--- config.mk ---
export PLATFORM = sky130hd
export DESIGN_NAME = rule_syntax_recognizer_flat
export DESIGN_NICKNAME = d
export VERILOG_FILES = /design/src/hdl/rsr_pkg.sv /design/src/hdl/rsr_channels.sv /design/src/hdl/rsr_front.sv /design/src/hdl/rsr_queue.sv /design/src/hdl/rsr_back.sv /design/src/hdl/rule_syntax_recognizer.sv /design/src/flat_wrapper.sv
export SDC_FILE = /design/constraint.sdc
export NUM_CORES = 1
export LEC_CHECK = 0
export ABC_AREA = 1
export BUFFER_PORTS_ARGS = -buffer_cell sky130_fd_sc_hd__buf_2
export CAP_MARGIN = 30
export CORE_MARGIN = 2
export CORE_UTILIZATION = 60
export CTS_CLUSTER_DIAMETER = 150
export DETAILED_ROUTE_END_ITERATION = 7
export GPL_TIMING_DRIVEN = 1
export HOLD_SLACK_MARGIN = 0.08
export PLACE_DENSITY = 0.82
export SETUP_SLACK_MARGIN = 0.4
export SLEW_MARGIN = 10
export SYNTH_ARGS = -nofsm -noshare
export SYNTH_HDL_FRONTEND = slang
export SYNTH_SLANG_ARGS = --single-unit
--- constraint.sdc ---
create_clock -name clock -period 3.85 [get_ports clock]
set_clock_uncertainty 0.2 [all_clocks]
set_input_delay 0.5775 -clock clock [delete_from_list [all_inputs] [get_ports clock]]
set_output_delay 0.5775 -clock clock [all_outputs]
set_load 0.01 [all_outputs]
--- src/hdl/rsr_pkg.sv ---
// ---------------------------------------------------------------------------
// rsr_pkg: shared types and constants of the rule syntax recognizer
// character constants, byte classes, recognizer states and queue types
// ---------------------------------------------------------------------------
package rsr_pkg;

   localparam int COUNT_WIDTH = 16;
   localparam int FIELD_WIDTH = 16;
   localparam int CODE_WIDTH  = 6;
   localparam int BYTE_WIDTH  = 8;
   localparam int QUEUE_DEPTH = 4;
   localparam int QUEUE_AW    = $clog2(QUEUE_DEPTH);

   localparam logic [COUNT_WIDTH-1:0] COUNT_MAX = '1;

   localparam logic [BYTE_WIDTH-1:0] CH_TAB     = 8'h09;
   localparam logic [BYTE_WIDTH-1:0] CH_NEWLINE = 8'h0A;
   localparam logic [BYTE_WIDTH-1:0] CH_SPACE   = 8'h20;
   localparam logic [BYTE_WIDTH-1:0] CH_HASH    = 8'h23;
   localparam logic [BYTE_WIDTH-1:0] CH_DOLLAR  = 8'h24;
   localparam logic [BYTE_WIDTH-1:0] CH_QUOTE   = 8'h27;
   localparam logic [BYTE_WIDTH-1:0] CH_LPAREN  = 8'h28;
   localparam logic [BYTE_WIDTH-1:0] CH_RPAREN  = 8'h29;
   localparam logic [BYTE_WIDTH-1:0] CH_COMMA   = 8'h2C;
   localparam logic [BYTE_WIDTH-1:0] CH_SEMI    = 8'h3B;
   localparam logic [BYTE_WIDTH-1:0] CH_AT      = 8'h40;
   localparam logic [BYTE_WIDTH-1:0] CH_BSLASH  = 8'h5C;
   localparam logic [BYTE_WIDTH-1:0] CH_LBRACE  = 8'h7B;
   localparam logic [BYTE_WIDTH-1:0] CH_PIPE    = 8'h7C;
   localparam logic [BYTE_WIDTH-1:0] CH_RBRACE  = 8'h7D;

   typedef enum logic [3:0] {
      CC_OTHER,
      CC_SPACE,
      CC_NEWLINE,
      CC_HASH,
      CC_DOLLAR,
      CC_BSLASH,
      CC_LBRACE,
      CC_RBRACE,
      CC_PIPE,
      CC_AT,
      CC_LPAREN,
      CC_RPAREN,
      CC_SEMI,
      CC_COMMA,
      CC_QUOTE
   } char_class_type;

   // recognizer states; error codes are two's complement of -1 .. -14
   typedef enum logic [CODE_WIDTH-1:0] {
      S_TOP        = 6'd0,
      S_COMMENT    = 6'd1,
      S_NAME_OPEN  = 6'd2,
      S_NAME       = 6'd3,
      S_NAME_ESC   = 6'd4,
      S_AFTER_NAME = 6'd5,
      S_SET_ITEM   = 6'd6,
      S_SET_OPEN   = 6'd7,
      S_SET_SYM    = 6'd8,
      S_SET_ESC    = 6'd9,
      S_SET_CLOSE  = 6'd10,
      S_AFTER_SET  = 6'd11,
      S_EPS_CLOSE  = 6'd12,
      S_TRANS      = 6'd13,
      S_LIST_ITEM  = 6'd14,
      S_LIST_OPEN  = 6'd15,
      S_LIST_SYM   = 6'd16,
      S_LIST_ESC   = 6'd17,
      S_LIST_CLOSE = 6'd18,
      S_LIST_NEXT  = 6'd19,
      S_AFTER_LIST = 6'd20,
      S_TGT_OPEN   = 6'd21,
      S_TGT        = 6'd22,
      S_TGT_ESC    = 6'd23,
      S_AFTER_TGT  = 6'd24,
      E_BAD_START  = 6'd63,
      E_EMPTY_NAME = 6'd62,
      E_AFTER_NAME = 6'd61,
      E_SET_ITEM   = 6'd60,
      E_EMPTY_SYM  = 6'd59,
      E_SET_CLOSE  = 6'd58,
      E_AFTER_SET  = 6'd57,
      E_EPS_CLOSE  = 6'd56,
      E_NO_PAREN   = 6'd55,
      E_LIST_ITEM  = 6'd54,
      E_LIST_CLOSE = 6'd53,
      E_LIST_NEXT  = 6'd52,
      E_NO_TARGET  = 6'd51,
      E_AFTER_TGT  = 6'd50
   } rsr_state_type;

   typedef struct packed {
      char_class_type char_class;
      logic           restart;
   } queue_entry_type;

   typedef struct packed {
      logic              full;
      logic              empty;
      logic [QUEUE_AW:0] count;
   } queue_status_type;

endpackage

--- src/hdl/rsr_channels.sv ---
// ---------------------------------------------------------------------------
// rsr channels: valid/ready interfaces of the rule syntax recognizer
// one interface for text bytes in, one for recognizer results out
// ---------------------------------------------------------------------------
interface rsr_req_if;
   logic       valid;
   logic       ready;
   logic [7:0] text_byte;
   logic       start_of_stream;

   modport source (output valid, output text_byte, output start_of_stream, input ready);
   modport sink   (input valid, input text_byte, input start_of_stream, output ready);
endinterface

interface rsr_rsp_if;
   logic              valid;
   logic              ready;
   logic signed [5:0] state_code;
   logic [15:0]       row_number;
   logic [15:0]       column_number;

   modport source (output valid, output state_code, output row_number,
                   output column_number, input ready);
   modport sink   (input valid, input state_code, input row_number,
                   input column_number, output ready);
endinterface

--- src/hdl/rsr_front.sv ---
// ---------------------------------------------------------------------------
// rsr_front: byte intake and classification
// maps each accepted text byte to a grammar class and pushes it to the queue
// ---------------------------------------------------------------------------
module rsr_front (
   rsr_req_if.sink                  req_if,
   input  rsr_pkg::queue_status_type q_status,
   output logic                     push_valid,
   output rsr_pkg::queue_entry_type push_entry
);
   import rsr_pkg::*;

   function automatic char_class_type classify(logic [BYTE_WIDTH-1:0] b);
      char_class_type c;
      unique case (b)
         CH_SPACE, CH_TAB: c = CC_SPACE;
         CH_NEWLINE:       c = CC_NEWLINE;
         CH_HASH:          c = CC_HASH;
         CH_DOLLAR:        c = CC_DOLLAR;
         CH_BSLASH:        c = CC_BSLASH;
         CH_LBRACE:        c = CC_LBRACE;
         CH_RBRACE:        c = CC_RBRACE;
         CH_PIPE:          c = CC_PIPE;
         CH_AT:            c = CC_AT;
         CH_LPAREN:        c = CC_LPAREN;
         CH_RPAREN:        c = CC_RPAREN;
         CH_SEMI:          c = CC_SEMI;
         CH_COMMA:         c = CC_COMMA;
         CH_QUOTE:         c = CC_QUOTE;
         default:          c = CC_OTHER;
      endcase
      return c;
   endfunction

   assign req_if.ready          = !q_status.full;
   assign push_valid            = req_if.valid && !q_status.full;
   assign push_entry.char_class = classify(req_if.text_byte);
   assign push_entry.restart    = req_if.start_of_stream;

endmodule

--- src/hdl/rsr_queue.sv ---
// ---------------------------------------------------------------------------
// rsr_queue: short fifo between front and back
// holds classified words so each side can stall on its own
// ---------------------------------------------------------------------------
module rsr_queue (
   input  logic                      clock,
   input  logic                      reset,
   input  logic                      push_valid,
   input  rsr_pkg::queue_entry_type  push_entry,
   input  logic                      pop,
   output rsr_pkg::queue_entry_type  head,
   output rsr_pkg::queue_status_type q_status
);
   import rsr_pkg::*;

   localparam logic [QUEUE_AW:0] DEPTH_COUNT = (QUEUE_AW+1)'(QUEUE_DEPTH);
   localparam logic [QUEUE_AW-1:0] LAST_SLOT = QUEUE_AW'(QUEUE_DEPTH - 1);

   queue_entry_type      slot_ff [QUEUE_DEPTH];
   logic [QUEUE_AW-1:0]  wr_ptr_ff, wr_ptr_in;
   logic [QUEUE_AW-1:0]  rd_ptr_ff, rd_ptr_in;
   logic [QUEUE_AW:0]    count_ff, count_in;

   always_comb begin
      wr_ptr_in = wr_ptr_ff;
      rd_ptr_in = rd_ptr_ff;
      count_in  = count_ff;
      if (push_valid) begin
         wr_ptr_in = (wr_ptr_ff == LAST_SLOT) ? '0 : wr_ptr_ff + 1'b1;
      end
      if (pop) begin
         rd_ptr_in = (rd_ptr_ff == LAST_SLOT) ? '0 : rd_ptr_ff + 1'b1;
      end
      if (push_valid && !pop) begin
         count_in = count_ff + 1'b1;
      end else if (pop && !push_valid) begin
         count_in = count_ff - 1'b1;
      end
   end

   always_ff @(posedge clock) begin
      if (reset) begin
         wr_ptr_ff <= '0;
         rd_ptr_ff <= '0;
         count_ff  <= '0;
      end else begin
         wr_ptr_ff <= wr_ptr_in;
         rd_ptr_ff <= rd_ptr_in;
         count_ff  <= count_in;
      end
   end

   always_ff @(posedge clock) begin
      if (push_valid) begin
         slot_ff[wr_ptr_ff] <= push_entry;
      end
   end

   assign head           = slot_ff[rd_ptr_ff];
   assign q_status.full  = (count_ff == DEPTH_COUNT);
   assign q_status.empty = (count_ff == '0);
   assign q_status.count = count_ff;

endmodule

--- src/hdl/rsr_back.sv ---
// ---------------------------------------------------------------------------
// rsr_back: recognizer state machine and position counters
// takes one word per cycle unless a result is stalled; holds it until taken
// ---------------------------------------------------------------------------
module rsr_back (
   input  logic                      clock,
   input  logic                      reset,
   input  rsr_pkg::queue_entry_type  head,
   input  rsr_pkg::queue_status_type q_status,
   output logic                      pop,
   rsr_rsp_if.source                 rsp_if
);
   import rsr_pkg::*;

   rsr_state_type            state_ff, state_in, base_state;
   logic [COUNT_WIDTH-1:0]   row_ff, row_in, base_row;
   logic [COUNT_WIDTH-1:0]   col_ff, col_in, base_col;
   logic                     out_valid_ff, out_valid_in;
   logic                     blank;
   char_class_type           cc;

   assign pop   = !q_status.empty && (!out_valid_ff || rsp_if.ready);
   assign cc    = head.char_class;
   assign blank = (cc == CC_SPACE) || (cc == CC_NEWLINE);

   always_comb begin
      base_state = head.restart ? S_TOP : state_ff;
      base_row   = head.restart ? COUNT_WIDTH'(1) : row_ff;
      base_col   = head.restart ? '0 : col_ff;

      if (cc == CC_NEWLINE) begin
         row_in = (base_row != COUNT_MAX) ? base_row + 1'b1 : base_row;
         col_in = COUNT_WIDTH'(1);
      end else begin
         row_in = base_row;
         col_in = (base_col != COUNT_MAX) ? base_col + 1'b1 : base_col;
      end

      unique case (base_state)
         S_TOP:
            if (blank) state_in = S_TOP;
            else if (cc == CC_HASH) state_in = S_COMMENT;
            else if (cc == CC_DOLLAR) state_in = S_NAME_OPEN;
            else state_in = E_BAD_START;
         S_COMMENT:
            state_in = (cc == CC_NEWLINE) ? S_TOP : S_COMMENT;
         S_NAME_OPEN:
            if (cc == CC_BSLASH) state_in = S_NAME_ESC;
            else if (cc == CC_DOLLAR) state_in = E_EMPTY_NAME;
            else state_in = S_NAME;
         S_NAME:
            if (cc == CC_BSLASH) state_in = S_NAME_ESC;
            else if (cc == CC_DOLLAR) state_in = S_AFTER_NAME;
            else state_in = S_NAME;
         S_NAME_ESC:
            state_in = (cc == CC_DOLLAR) ? S_AFTER_NAME : S_NAME;
         S_AFTER_NAME:
            if (cc == CC_SEMI) state_in = S_TOP;
            else if (blank) state_in = S_AFTER_NAME;
            else if (cc == CC_LBRACE) state_in = S_SET_ITEM;
            else if (cc == CC_PIPE) state_in = S_TRANS;
            else state_in = E_AFTER_NAME;
         S_SET_ITEM:
            if (blank) state_in = S_SET_ITEM;
            else if (cc == CC_QUOTE) state_in = S_SET_OPEN;
            else if (cc == CC_RBRACE) state_in = S_AFTER_SET;
            else state_in = E_SET_ITEM;
         S_SET_OPEN:
            if (cc == CC_BSLASH) state_in = S_SET_ESC;
            else if (cc == CC_QUOTE) state_in = E_EMPTY_SYM;
            else state_in = S_SET_SYM;
         S_SET_SYM:
            if (cc == CC_BSLASH) state_in = S_SET_ESC;
            else if (cc == CC_QUOTE) state_in = S_SET_CLOSE;
            else state_in = S_SET_SYM;
         S_SET_ESC:
            state_in = (cc == CC_QUOTE) ? S_SET_CLOSE : S_SET_SYM;
         S_SET_CLOSE:
            if (cc == CC_COMMA) state_in = S_SET_ITEM;
            else if (blank) state_in = S_SET_CLOSE;
            else if (cc == CC_RBRACE) state_in = S_AFTER_SET;
            else state_in = E_SET_CLOSE;
         S_AFTER_SET:
            if (cc == CC_SEMI) state_in = S_TOP;
            else if (blank) state_in = S_AFTER_SET;
            else if (cc == CC_PIPE) state_in = S_TRANS;
            else state_in = E_AFTER_SET;
         S_EPS_CLOSE:
            if (blank) state_in = S_EPS_CLOSE;
            else if (cc == CC_RPAREN) state_in = S_AFTER_LIST;
            else state_in = E_EPS_CLOSE;
         S_TRANS:
            if (blank) state_in = S_TRANS;
            else if (cc == CC_LPAREN) state_in = S_LIST_ITEM;
            else state_in = E_NO_PAREN;
         S_LIST_ITEM:
            if (cc == CC_AT) state_in = S_EPS_CLOSE;
            else if (blank) state_in = S_LIST_ITEM;
            else if (cc == CC_QUOTE) state_in = S_LIST_OPEN;
            else state_in = E_LIST_ITEM;
         S_LIST_OPEN:
            state_in = (cc == CC_BSLASH) ? S_LIST_ESC : S_LIST_SYM;
         S_LIST_SYM:
            if (cc == CC_BSLASH) state_in = S_LIST_ESC;
            else if (cc == CC_QUOTE) state_in = S_LIST_CLOSE;
            else state_in = S_LIST_SYM;
         S_LIST_ESC:
            state_in = (cc == CC_QUOTE) ? S_LIST_CLOSE : S_LIST_ESC;
         S_LIST_CLOSE:
            if (blank) state_in = S_LIST_CLOSE;
            else if (cc == CC_COMMA) state_in = S_LIST_NEXT;
            else if (cc == CC_RPAREN) state_in = S_AFTER_LIST;
            else state_in = E_LIST_CLOSE;
         S_LIST_NEXT:
            if (cc == CC_QUOTE) state_in = S_LIST_OPEN;
            else if (blank) state_in = S_LIST_NEXT;
            else state_in = E_LIST_NEXT;
         S_AFTER_LIST:
            if (blank) state_in = S_AFTER_LIST;
            else if (cc == CC_DOLLAR) state_in = S_TGT_OPEN;
            else state_in = E_NO_TARGET;
         S_TGT_OPEN:
            state_in = (cc == CC_BSLASH) ? S_TGT_ESC : S_TGT;
         S_TGT:
            if (cc == CC_BSLASH) state_in = S_TGT_ESC;
            else if (cc == CC_DOLLAR) state_in = S_AFTER_TGT;
            else state_in = S_TGT;
         S_TGT_ESC:
            state_in = (cc == CC_DOLLAR) ? S_AFTER_TGT : S_TGT;
         S_AFTER_TGT:
            if (cc == CC_SEMI) state_in = S_TOP;
            else if (cc == CC_COMMA) state_in = S_TRANS;
            else if (blank) state_in = S_AFTER_TGT;
            else state_in = E_AFTER_TGT;
         default:
            state_in = base_state;   // error codes hold
      endcase

      out_valid_in = out_valid_ff;
      if (pop) begin
         out_valid_in = 1'b1;
      end else if (rsp_if.ready) begin
         out_valid_in = 1'b0;
      end
   end

   always_ff @(posedge clock) begin
      if (reset) begin
         state_ff     <= S_TOP;
         row_ff       <= COUNT_WIDTH'(1);
         col_ff       <= '0;
         out_valid_ff <= 1'b0;
      end else begin
         out_valid_ff <= out_valid_in;
         if (pop) begin
            state_ff <= state_in;
            row_ff   <= row_in;
            col_ff   <= col_in;
         end
      end
   end

   assign rsp_if.valid         = out_valid_ff;
   assign rsp_if.state_code    = state_ff;
   assign rsp_if.row_number    = FIELD_WIDTH'(row_ff);
   assign rsp_if.column_number = FIELD_WIDTH'(col_ff);

endmodule

--- src/hdl/rule_syntax_recognizer.sv ---
// path: a word is queued, then its result is registered in the back end
// throughput: one text byte per cycle while the result receiver stays ready;
//    the front takes words while a result waits, until the queue is full
// reset: synchronous; empties the queue, drops any pending result, and puts
//    the recognizer in the top state with row 1 and column 0
// ---------------------------------------------------------------------------
// rule_syntax_recognizer: streaming syntax check of transition rule text
// front classifies bytes, a short queue decouples it from the back end,
// which runs the recognizer and row/column counters
// ---------------------------------------------------------------------------
module rule_syntax_recognizer (
   input logic       clock,
   input logic       reset,
   rsr_req_if.sink   req_if,
   rsr_rsp_if.source rsp_if
);
   import rsr_pkg::*;

   // front to queue
   logic             push_valid;
   queue_entry_type  push_entry;

   // queue to back
   queue_entry_type  queue_head;
   queue_status_type q_status;
   logic             back_pop;

   // intake: a word is pushed whenever one is offered and the queue has room
   rsr_front u_front (
      .req_if     (req_if),
      .q_status   (q_status),
      .push_valid (push_valid),
      .push_entry (push_entry)
   );

   // decoupling fifo, push and pop may happen in the same cycle
   rsr_queue u_queue (
      .clock      (clock),
      .reset      (reset),
      .push_valid (push_valid),
      .push_entry (push_entry),
      .pop        (back_pop),
      .head       (queue_head),
      .q_status   (q_status)
   );

   // recognizer and counters; result register doubles as output stage
   rsr_back u_back (
      .clock    (clock),
      .reset    (reset),
      .head     (queue_head),
      .q_status (q_status),
      .pop      (back_pop),
      .rsp_if   (rsp_if)
   );

`ifndef ASSERT_OFF
   // fill level never passes the queue depth
   a_queue_bound: assert property (@(posedge clock) disable iff (reset)
      q_status.count <= (QUEUE_AW+1)'(QUEUE_DEPTH))
      else $error("queue fill level beyond depth");

   // back end only consumes words that are really queued
   a_pop_nonempty: assert property (@(posedge clock) disable iff (reset)
      back_pop |-> !q_status.empty)
      else $error("pop from empty queue");

   // an error code stays until a new stream starts
   a_error_sticky: assert property (@(posedge clock) disable iff (reset)
      (back_pop && !queue_head.restart && rsp_if.state_code[CODE_WIDTH-1])
      |=> $stable(rsp_if.state_code))
      else $error("error code left without stream restart");

   // reset leaves nothing pending and the intake open
   a_reset_clean: assert property (@(posedge clock)
      reset |=> (!rsp_if.valid && req_if.ready))
      else $error("state left pending across reset");
`endif

endmodule

--- src/flat_wrapper.sv ---
// flat-port wrapper written by rule: the top's interface ports become plain ports
module rule_syntax_recognizer_flat import rsr_pkg::*;
  (clock, reset, req_if_valid, req_if_text_byte, req_if_start_of_stream, req_if_ready, rsp_if_valid, rsp_if_state_code, rsp_if_row_number, rsp_if_column_number, rsp_if_ready);
  rsr_req_if req_if_i ();
  rsr_rsp_if rsp_if_i ();
  input logic clock;
  input logic reset;
  input wire logic [$bits(req_if_i.valid)-1:0] req_if_valid;
  input wire logic [$bits(req_if_i.text_byte)-1:0] req_if_text_byte;
  input wire logic [$bits(req_if_i.start_of_stream)-1:0] req_if_start_of_stream;
  output wire logic [$bits(req_if_i.ready)-1:0] req_if_ready;
  output wire logic [$bits(rsp_if_i.valid)-1:0] rsp_if_valid;
  output wire logic [$bits(rsp_if_i.state_code)-1:0] rsp_if_state_code;
  output wire logic [$bits(rsp_if_i.row_number)-1:0] rsp_if_row_number;
  output wire logic [$bits(rsp_if_i.column_number)-1:0] rsp_if_column_number;
  input wire logic [$bits(rsp_if_i.ready)-1:0] rsp_if_ready;
  assign req_if_i.valid = req_if_valid;
  assign req_if_i.text_byte = req_if_text_byte;
  assign req_if_i.start_of_stream = req_if_start_of_stream;
  assign req_if_ready = req_if_i.ready;
  assign rsp_if_valid = rsp_if_i.valid;
  assign rsp_if_state_code = rsp_if_i.state_code;
  assign rsp_if_row_number = rsp_if_i.row_number;
  assign rsp_if_column_number = rsp_if_i.column_number;
  assign rsp_if_i.ready = rsp_if_ready;
  rule_syntax_recognizer u_core (.clock(clock), .reset(reset), .req_if(req_if_i), .rsp_if(rsp_if_i));
endmodule
Word-level counts from Yosys, hierarchy flattened
Memory sizes are Yosys's and may differ from the RTL's. A register that Yosys moved wholly into a read port is not among the register bits.
Index checks and enable logic that the tools add are counted.
- add/subtract/negate cells: 6
- equality and inequality tests: 58
- mux-type cells: 68
- reductions and logical operators: 16
- operators with widths (operator ; number):
    two-way mux 6 bit ; 38
    case mux 6 bit (25 select lines) ; 1
    two-way mux 16 bit ; 6
    equality test 8 x 6 -> 1 bit (second input constant) ; 8
    case mux 4 bit (14 select lines) ; 1
    equality test 6 x 5 -> 1 bit (second input constant) ; 9
    equality test 6 x 4 -> 1 bit (second input constant) ; 8
    equality test 8 x 7 -> 1 bit (second input constant) ; 5
    adder 16 x 1 -> 16 bit (second input constant) ; 2
    != test 16 bit (second input constant) ; 2
    equality test 4 bit (second input constant) ; 7
    equality test 6 x 3 -> 1 bit (second input constant) ; 4
    two-way mux 2 bit ; 9
    equality test 4 x 3 -> 1 bit (second input constant) ; 4
    equality test 8 x 4 -> 1 bit (second input constant) ; 2
    equality test 6 x 2 -> 1 bit (second input constant) ; 2
    two-way mux 3 bit ; 4
    equality test 4 x 2 -> 1 bit (second input constant) ; 2
    two-way mux 4 bit ; 2
    two-way mux 1 bit ; 7
    equality test 6 x 1 -> 1 bit (second input constant) ; 1
    zero test 6 bit ; 1
    zero test 1 bit ; 5
    adder 2 x 1 -> 2 bit (second input constant) ; 2
    10 further kinds ; 16
- register bits after elaboration: 46
- bits in writable memories: 20
- input port bits: 13
- memories: 1
- memory list (memory ; words ; width ; rd ports ; clocked after Yosys merged registers in ; write ports ; RTL line ; RTL):
    u_core.u_queue.slot_ff ; 4 ; 5 ; 1 ; 1 ; 1 ; rsr_queue.sv:19 ; queue_entry_type slot_ff [QUEUE_DEPTH];

Longest topological paths before layout
- depth in word-level cells: 7
- mapped depth: 19
- gate-level depth less buffers: 18

Modules after synthesis
A second synthesis with hierarchy kept.
- cell total of the unflattened synthesis: 834
- area total of the unflattened synthesis: 5079.9 sq um
- modules (own cells, without submodules) (module ; times used ; cells each ; area an instance (sq um) ; seq. area each (sq um)):
    rsr_back ; 1 ; 647 ; 3544.6 ; 780.7
    rsr_queue ; 1 ; 107 ; 1204.9 ; 780.7
    rsr_front ; 1 ; 80 ; 330.3 ; 0.0

Worst setup path after synthesis
OpenSTA, ideal clock, no wires.
- path kind: input-to-reg
- start: in rsp_if_ready
- end: reg u_core.u_queue.count_ff[2]
- library setup time: 0.122 ns
- arrival time: 2.599 ns
- required time: 3.528 ns
- setup slack: 0.929 ns
- cell stages on the path: 12
- cell sequence: nor2_1 > a31oi_1 > inv_1 > clkbuf_1 > clkbuf_1 > ha_1 > inv_1 > fa_1 > a21oi_1 > o21ai_0 > o21ai_0 > a21oi_1
- cells in the longest elaborated chain, start to end: 5
- RTL lines (item ; RTL line ; RTL):
    start: declaration ; flat_wrapper.sv:16 ; input wire logic [$bits(rsp_if_i.ready)-1:0] rsp_if_ready;
    logical OR 1 bit * ; rsr_back.sv:22 ; assign pop = !q_status.empty && (!out_valid_ff || rsp_if.ready);
    logical AND 1 bit * ; rsr_back.sv:22 ;
    zero test 1 bit ; rsr_queue.sv:34 ; if (push_valid && !pop) begin
    logical AND 1 bit ; rsr_queue.sv:34 ;
    two-way mux 3 bit or nonzero test 2 bit (tied branches) ; n/a ;
    end signal: assignment ; rsr_queue.sv:49 ; count_ff <= count_in;
    end: declaration ; rsr_queue.sv:22 ; logic [QUEUE_AW:0] count_ff, count_in;
Every way passes the cells marked *; elsewhere a longest branch is shown, timed or not.
A chain may end at the register's enable or synchronous reset.

==> flow_metrics.tcl <==
set metrics [dict create \
    synth_area_leaders "dfxtp_1 (18%), nand2_1 (17%), edfxtp_1 (12%)" \
    cts-root-buf "clkbuf_8" \
    yosys.area_share.simple_pct 45.7 \
    final_cell_mix "nand2_1 (240), nor2_1 (122), inv_1 (87)" \
    multi_input_area_sq_um 3150 \
    grt_pass1_wl_mm 24.1 \
    via_per_inst 5.70 \
    status "finished, final reports clean" \
    power_density_nw_per_um2 605 \
    dpl.hpwl_mm 11.1 \
    tightest_slew_ns 0.963 \
    hold_viol_final 0 \
    synth_xor_area_share_pct 2.02 \
    worstPathArrival_ns 3.19 \
    syn_avg_cell_area_sq_um 6.24 \
    drc 0 \
    cts_buffers 9 \
    die_area_sq_um 9440 \
    finalCriticalPeriod_ns 3.17 \
    ys_warn_count 0 \
    path_max_fanout 21 \
    antenna_found_initial 0 \
    whs_ns 0.251 \
    synth_compound_area_share_pct 9.90 \
    insertion_delay_ns 0.35 \
    die_w_um 97.2 \
    start_util_pct 62.7 \
    use_met2_pct 51.7 \
    ys_seq_area_share_pct 30.0 \
    synth_top_cell_by_area "dfxtp_1" \
    fin_tns_setup_ns 0 \
    grt_remaining_overflow 0 \
    wire_per_inst_um 14.8 \
    drtPass1Iterations 5 \
    critPathCaptureType "register" \
    synth_ff_type "dfxtp_1" \
    maxSlewHeadroom_pct 35.6 \
    final-setup-viol-count 0 \
    clk_pin_slew_worst_paths_ns 0.08 \
    drive_above_1_share_pct 14.9 \
    fin_util_pct 69.1 \
    busiest_layer "met2" \
    clock-sinks 68 \
    final_common_cell "nand2_1" \
    rsz0062_at_grt "no" \
    final_max_slew_viol_count 0 \
    place_area_sq_um 5480 \
    ys_ff_latch 68 \
    crit_path_start_kind "register" \
    cts_tree "built" \
    antenna_cells 0 \
    synthAdderAreaFrac_pct 2.31 \
    critPathKind "reg -> reg" \
    syn_inst 834 \
    power.leakage_nw 2.60 \
    drtAntennaViolNets 0 \
    netlist_area_sq_um 5210 \
    grt_util_all_layers_pct 30.7 \
    via_count 5637 \
    cp_data_required_time_ns 3.87 \
    die_y_um 97.2 \
    rows 33 \
    synth-edff-count 20 \
    h-tree-depth 3 \
    cts_buffer_depth 2 \
    peakVddDrop_mv 0.551 \
    hold_class "in -> reg" \
    syn_to_final_growth_pct 10.1 \
    fmax_mhz 315 \
    coreArea_sq_um 8300 \
    numPortBuffers 52 \
    finish.instance_area_sq_um 5730 \
    routabilityCongestion 1.02 \
    grt_pass1_vias 5157 \
    synthMuxAreaShare_pct 0 \
    synth.distinct_cells 41 \
    syn-num-nets 856 \
    use_met1_pct 40.3 \
    fin_nets 901 \
    synth-async-reset-ratio_pct 0 \
    drt_first_iter_violations 350 \
    totalWireLength_mm 14.6 \
    grt_use_met3_pct 5.40 \
    synth_top_family_by_area "simple AND/OR/NAND/NOR gates" \
    ios 53 \
    register_area_sq_um 1560 \
    synth_top_area_share_pct 18.5 \
    fin_crit_sh_pct 82.4 \
    cap_violations 0 \
    fillCellCount 698 \
    grt_max_degree 35 \
]
[cell type report]
cell class | instances | area share [%]
clock buffers | 11 | 2.66
clock inverters | 5 | 1.00
inverters | 98 | 6.46
multi-input cells | 645 | 55.0
flip-flops and latches | 68 | 27.3
well taps | 105 | 2.29
repair buffers | 57 | 5.33
[metal layers]
| metal | wire, um | vias to the layer above |
|---|---|---|
| met2 | 6970 | 275 |
| met5 | 0 | - |
| met3 | 1270 | 28 |
| li1 | - | 2792 |
| met4 | 344 | 0 |
| met1 | 6020 | 2542 |
[cells in the mapped netlist, types with 2 or more instances]
cell type,number
nand2_1,240
nor2_1,124
inv_1,87
nand3_1,74
dfxtp_1,48
a21oi_1,42
o21ai_0,36
edfxtp_1,20
nand4_1,19
nor3_1,16
nor2_2,15
nand3_2,11
inv_2,10
xor2_1,10
clkbuf_1,9
nand3b_1,9
ha_1,8
buf_6,7
nand2_2,7
buf_2,5
nor3_2,4
o211ai_1,4
a31oi_1,3
nor2_4,3
nor4_1,3
o21ai_1,3
buf_4,2
xnor2_1,2
[timing repair]
action	CTS	global route
gates resized for setup	1	7
hold buffers	0	0
endpoints found under the setup margin	4	23
endpoints found under the hold margin	0	0
buffers inserted	0	0
[flip-flops by register name, indices dropped and copies added, names as in the netlist, named ones only]
signal	flops
u_core.u_queue.wr_ptr_ff	2
u_core.u_back.rsp_if.column_number	16
u_core.u_queue.slot_ff	20
u_core.u_queue.count_ff	3
u_core.u_back.rsp_if.row_number	16
u_core.u_back.rsp_if.valid	1
u_core.u_queue.rd_ptr_ff	2
u_core.u_back.rsp_if.state_code	6
[final timing paths]
kind	cells after the start	end	slack, ns	from
max	18	u_core.u_back.rsp_if.row_number[6]$_SDFFE_PP0P_	0.68	register
min	1	u_core.u_queue.slot_ff[2][0]$_DFFE_PP_	0.25	req_if_start_of_stream
max reg2reg	18	u_core.u_back.rsp_if.row_number[6]$_SDFFE_PP0P_	0.68	register
min reg2reg	2	u_core.u_back.rsp_if.column_number[1]$_SDFFE_PP0P_	0.29	u_core.u_back.rsp_if.column_number[1]$_SDFFE_PP0P_
[stage by stage]
step                std cells  worst slack, ns  total power (W)
floorplan                 834            0.929          0.00238
global placement          972            0.610          0.00273
detailed placement        972            0.341          0.00277
CTS                       988            0.477          0.00340
global route              989            0.392          0.00374
finish                    989            0.678          0.00347
[power breakdown]
part           leakage [nW]  internal (W)  switching [W]
Combinational          1.93      0.000526        0.00136
Clock                 0.109      0.000340       0.000288
Sequential            0.564      0.000845       0.000110
Total                  2.60       0.00171        0.00176
[logic make-up (layout without fill, tap and decap cells)]
group	count (synthesis)	after routing
AOI/OAI and AO/OA	95	95
xor gates and xnor gates	12	12
adders and majority gates	9	9
buffers and inverters	121	171
DFF	68	68
and+or+nand+nor	529	529
[critical path, cell delays in order, from the launching register on]
cell and delay (ns):
dfxtp_1 0.54, inv_4 0.10, nand3_2 0.14, nand2_8 0.11, buf_8 0.19, inv_2 0.22, nor2_1 0.10, inv_1 0.08
ha_1 0.17, nand4_1 0.14, nor3_2 0.27, nand3_1 0.12, nand2_2 0.18, inv_2 0.08, nand3_2 0.11, inv_2 0.05
nand2_2 0.05, xnor2_1 0.11, nor2_1 0.05
Power figures use the tool's default switching activity.
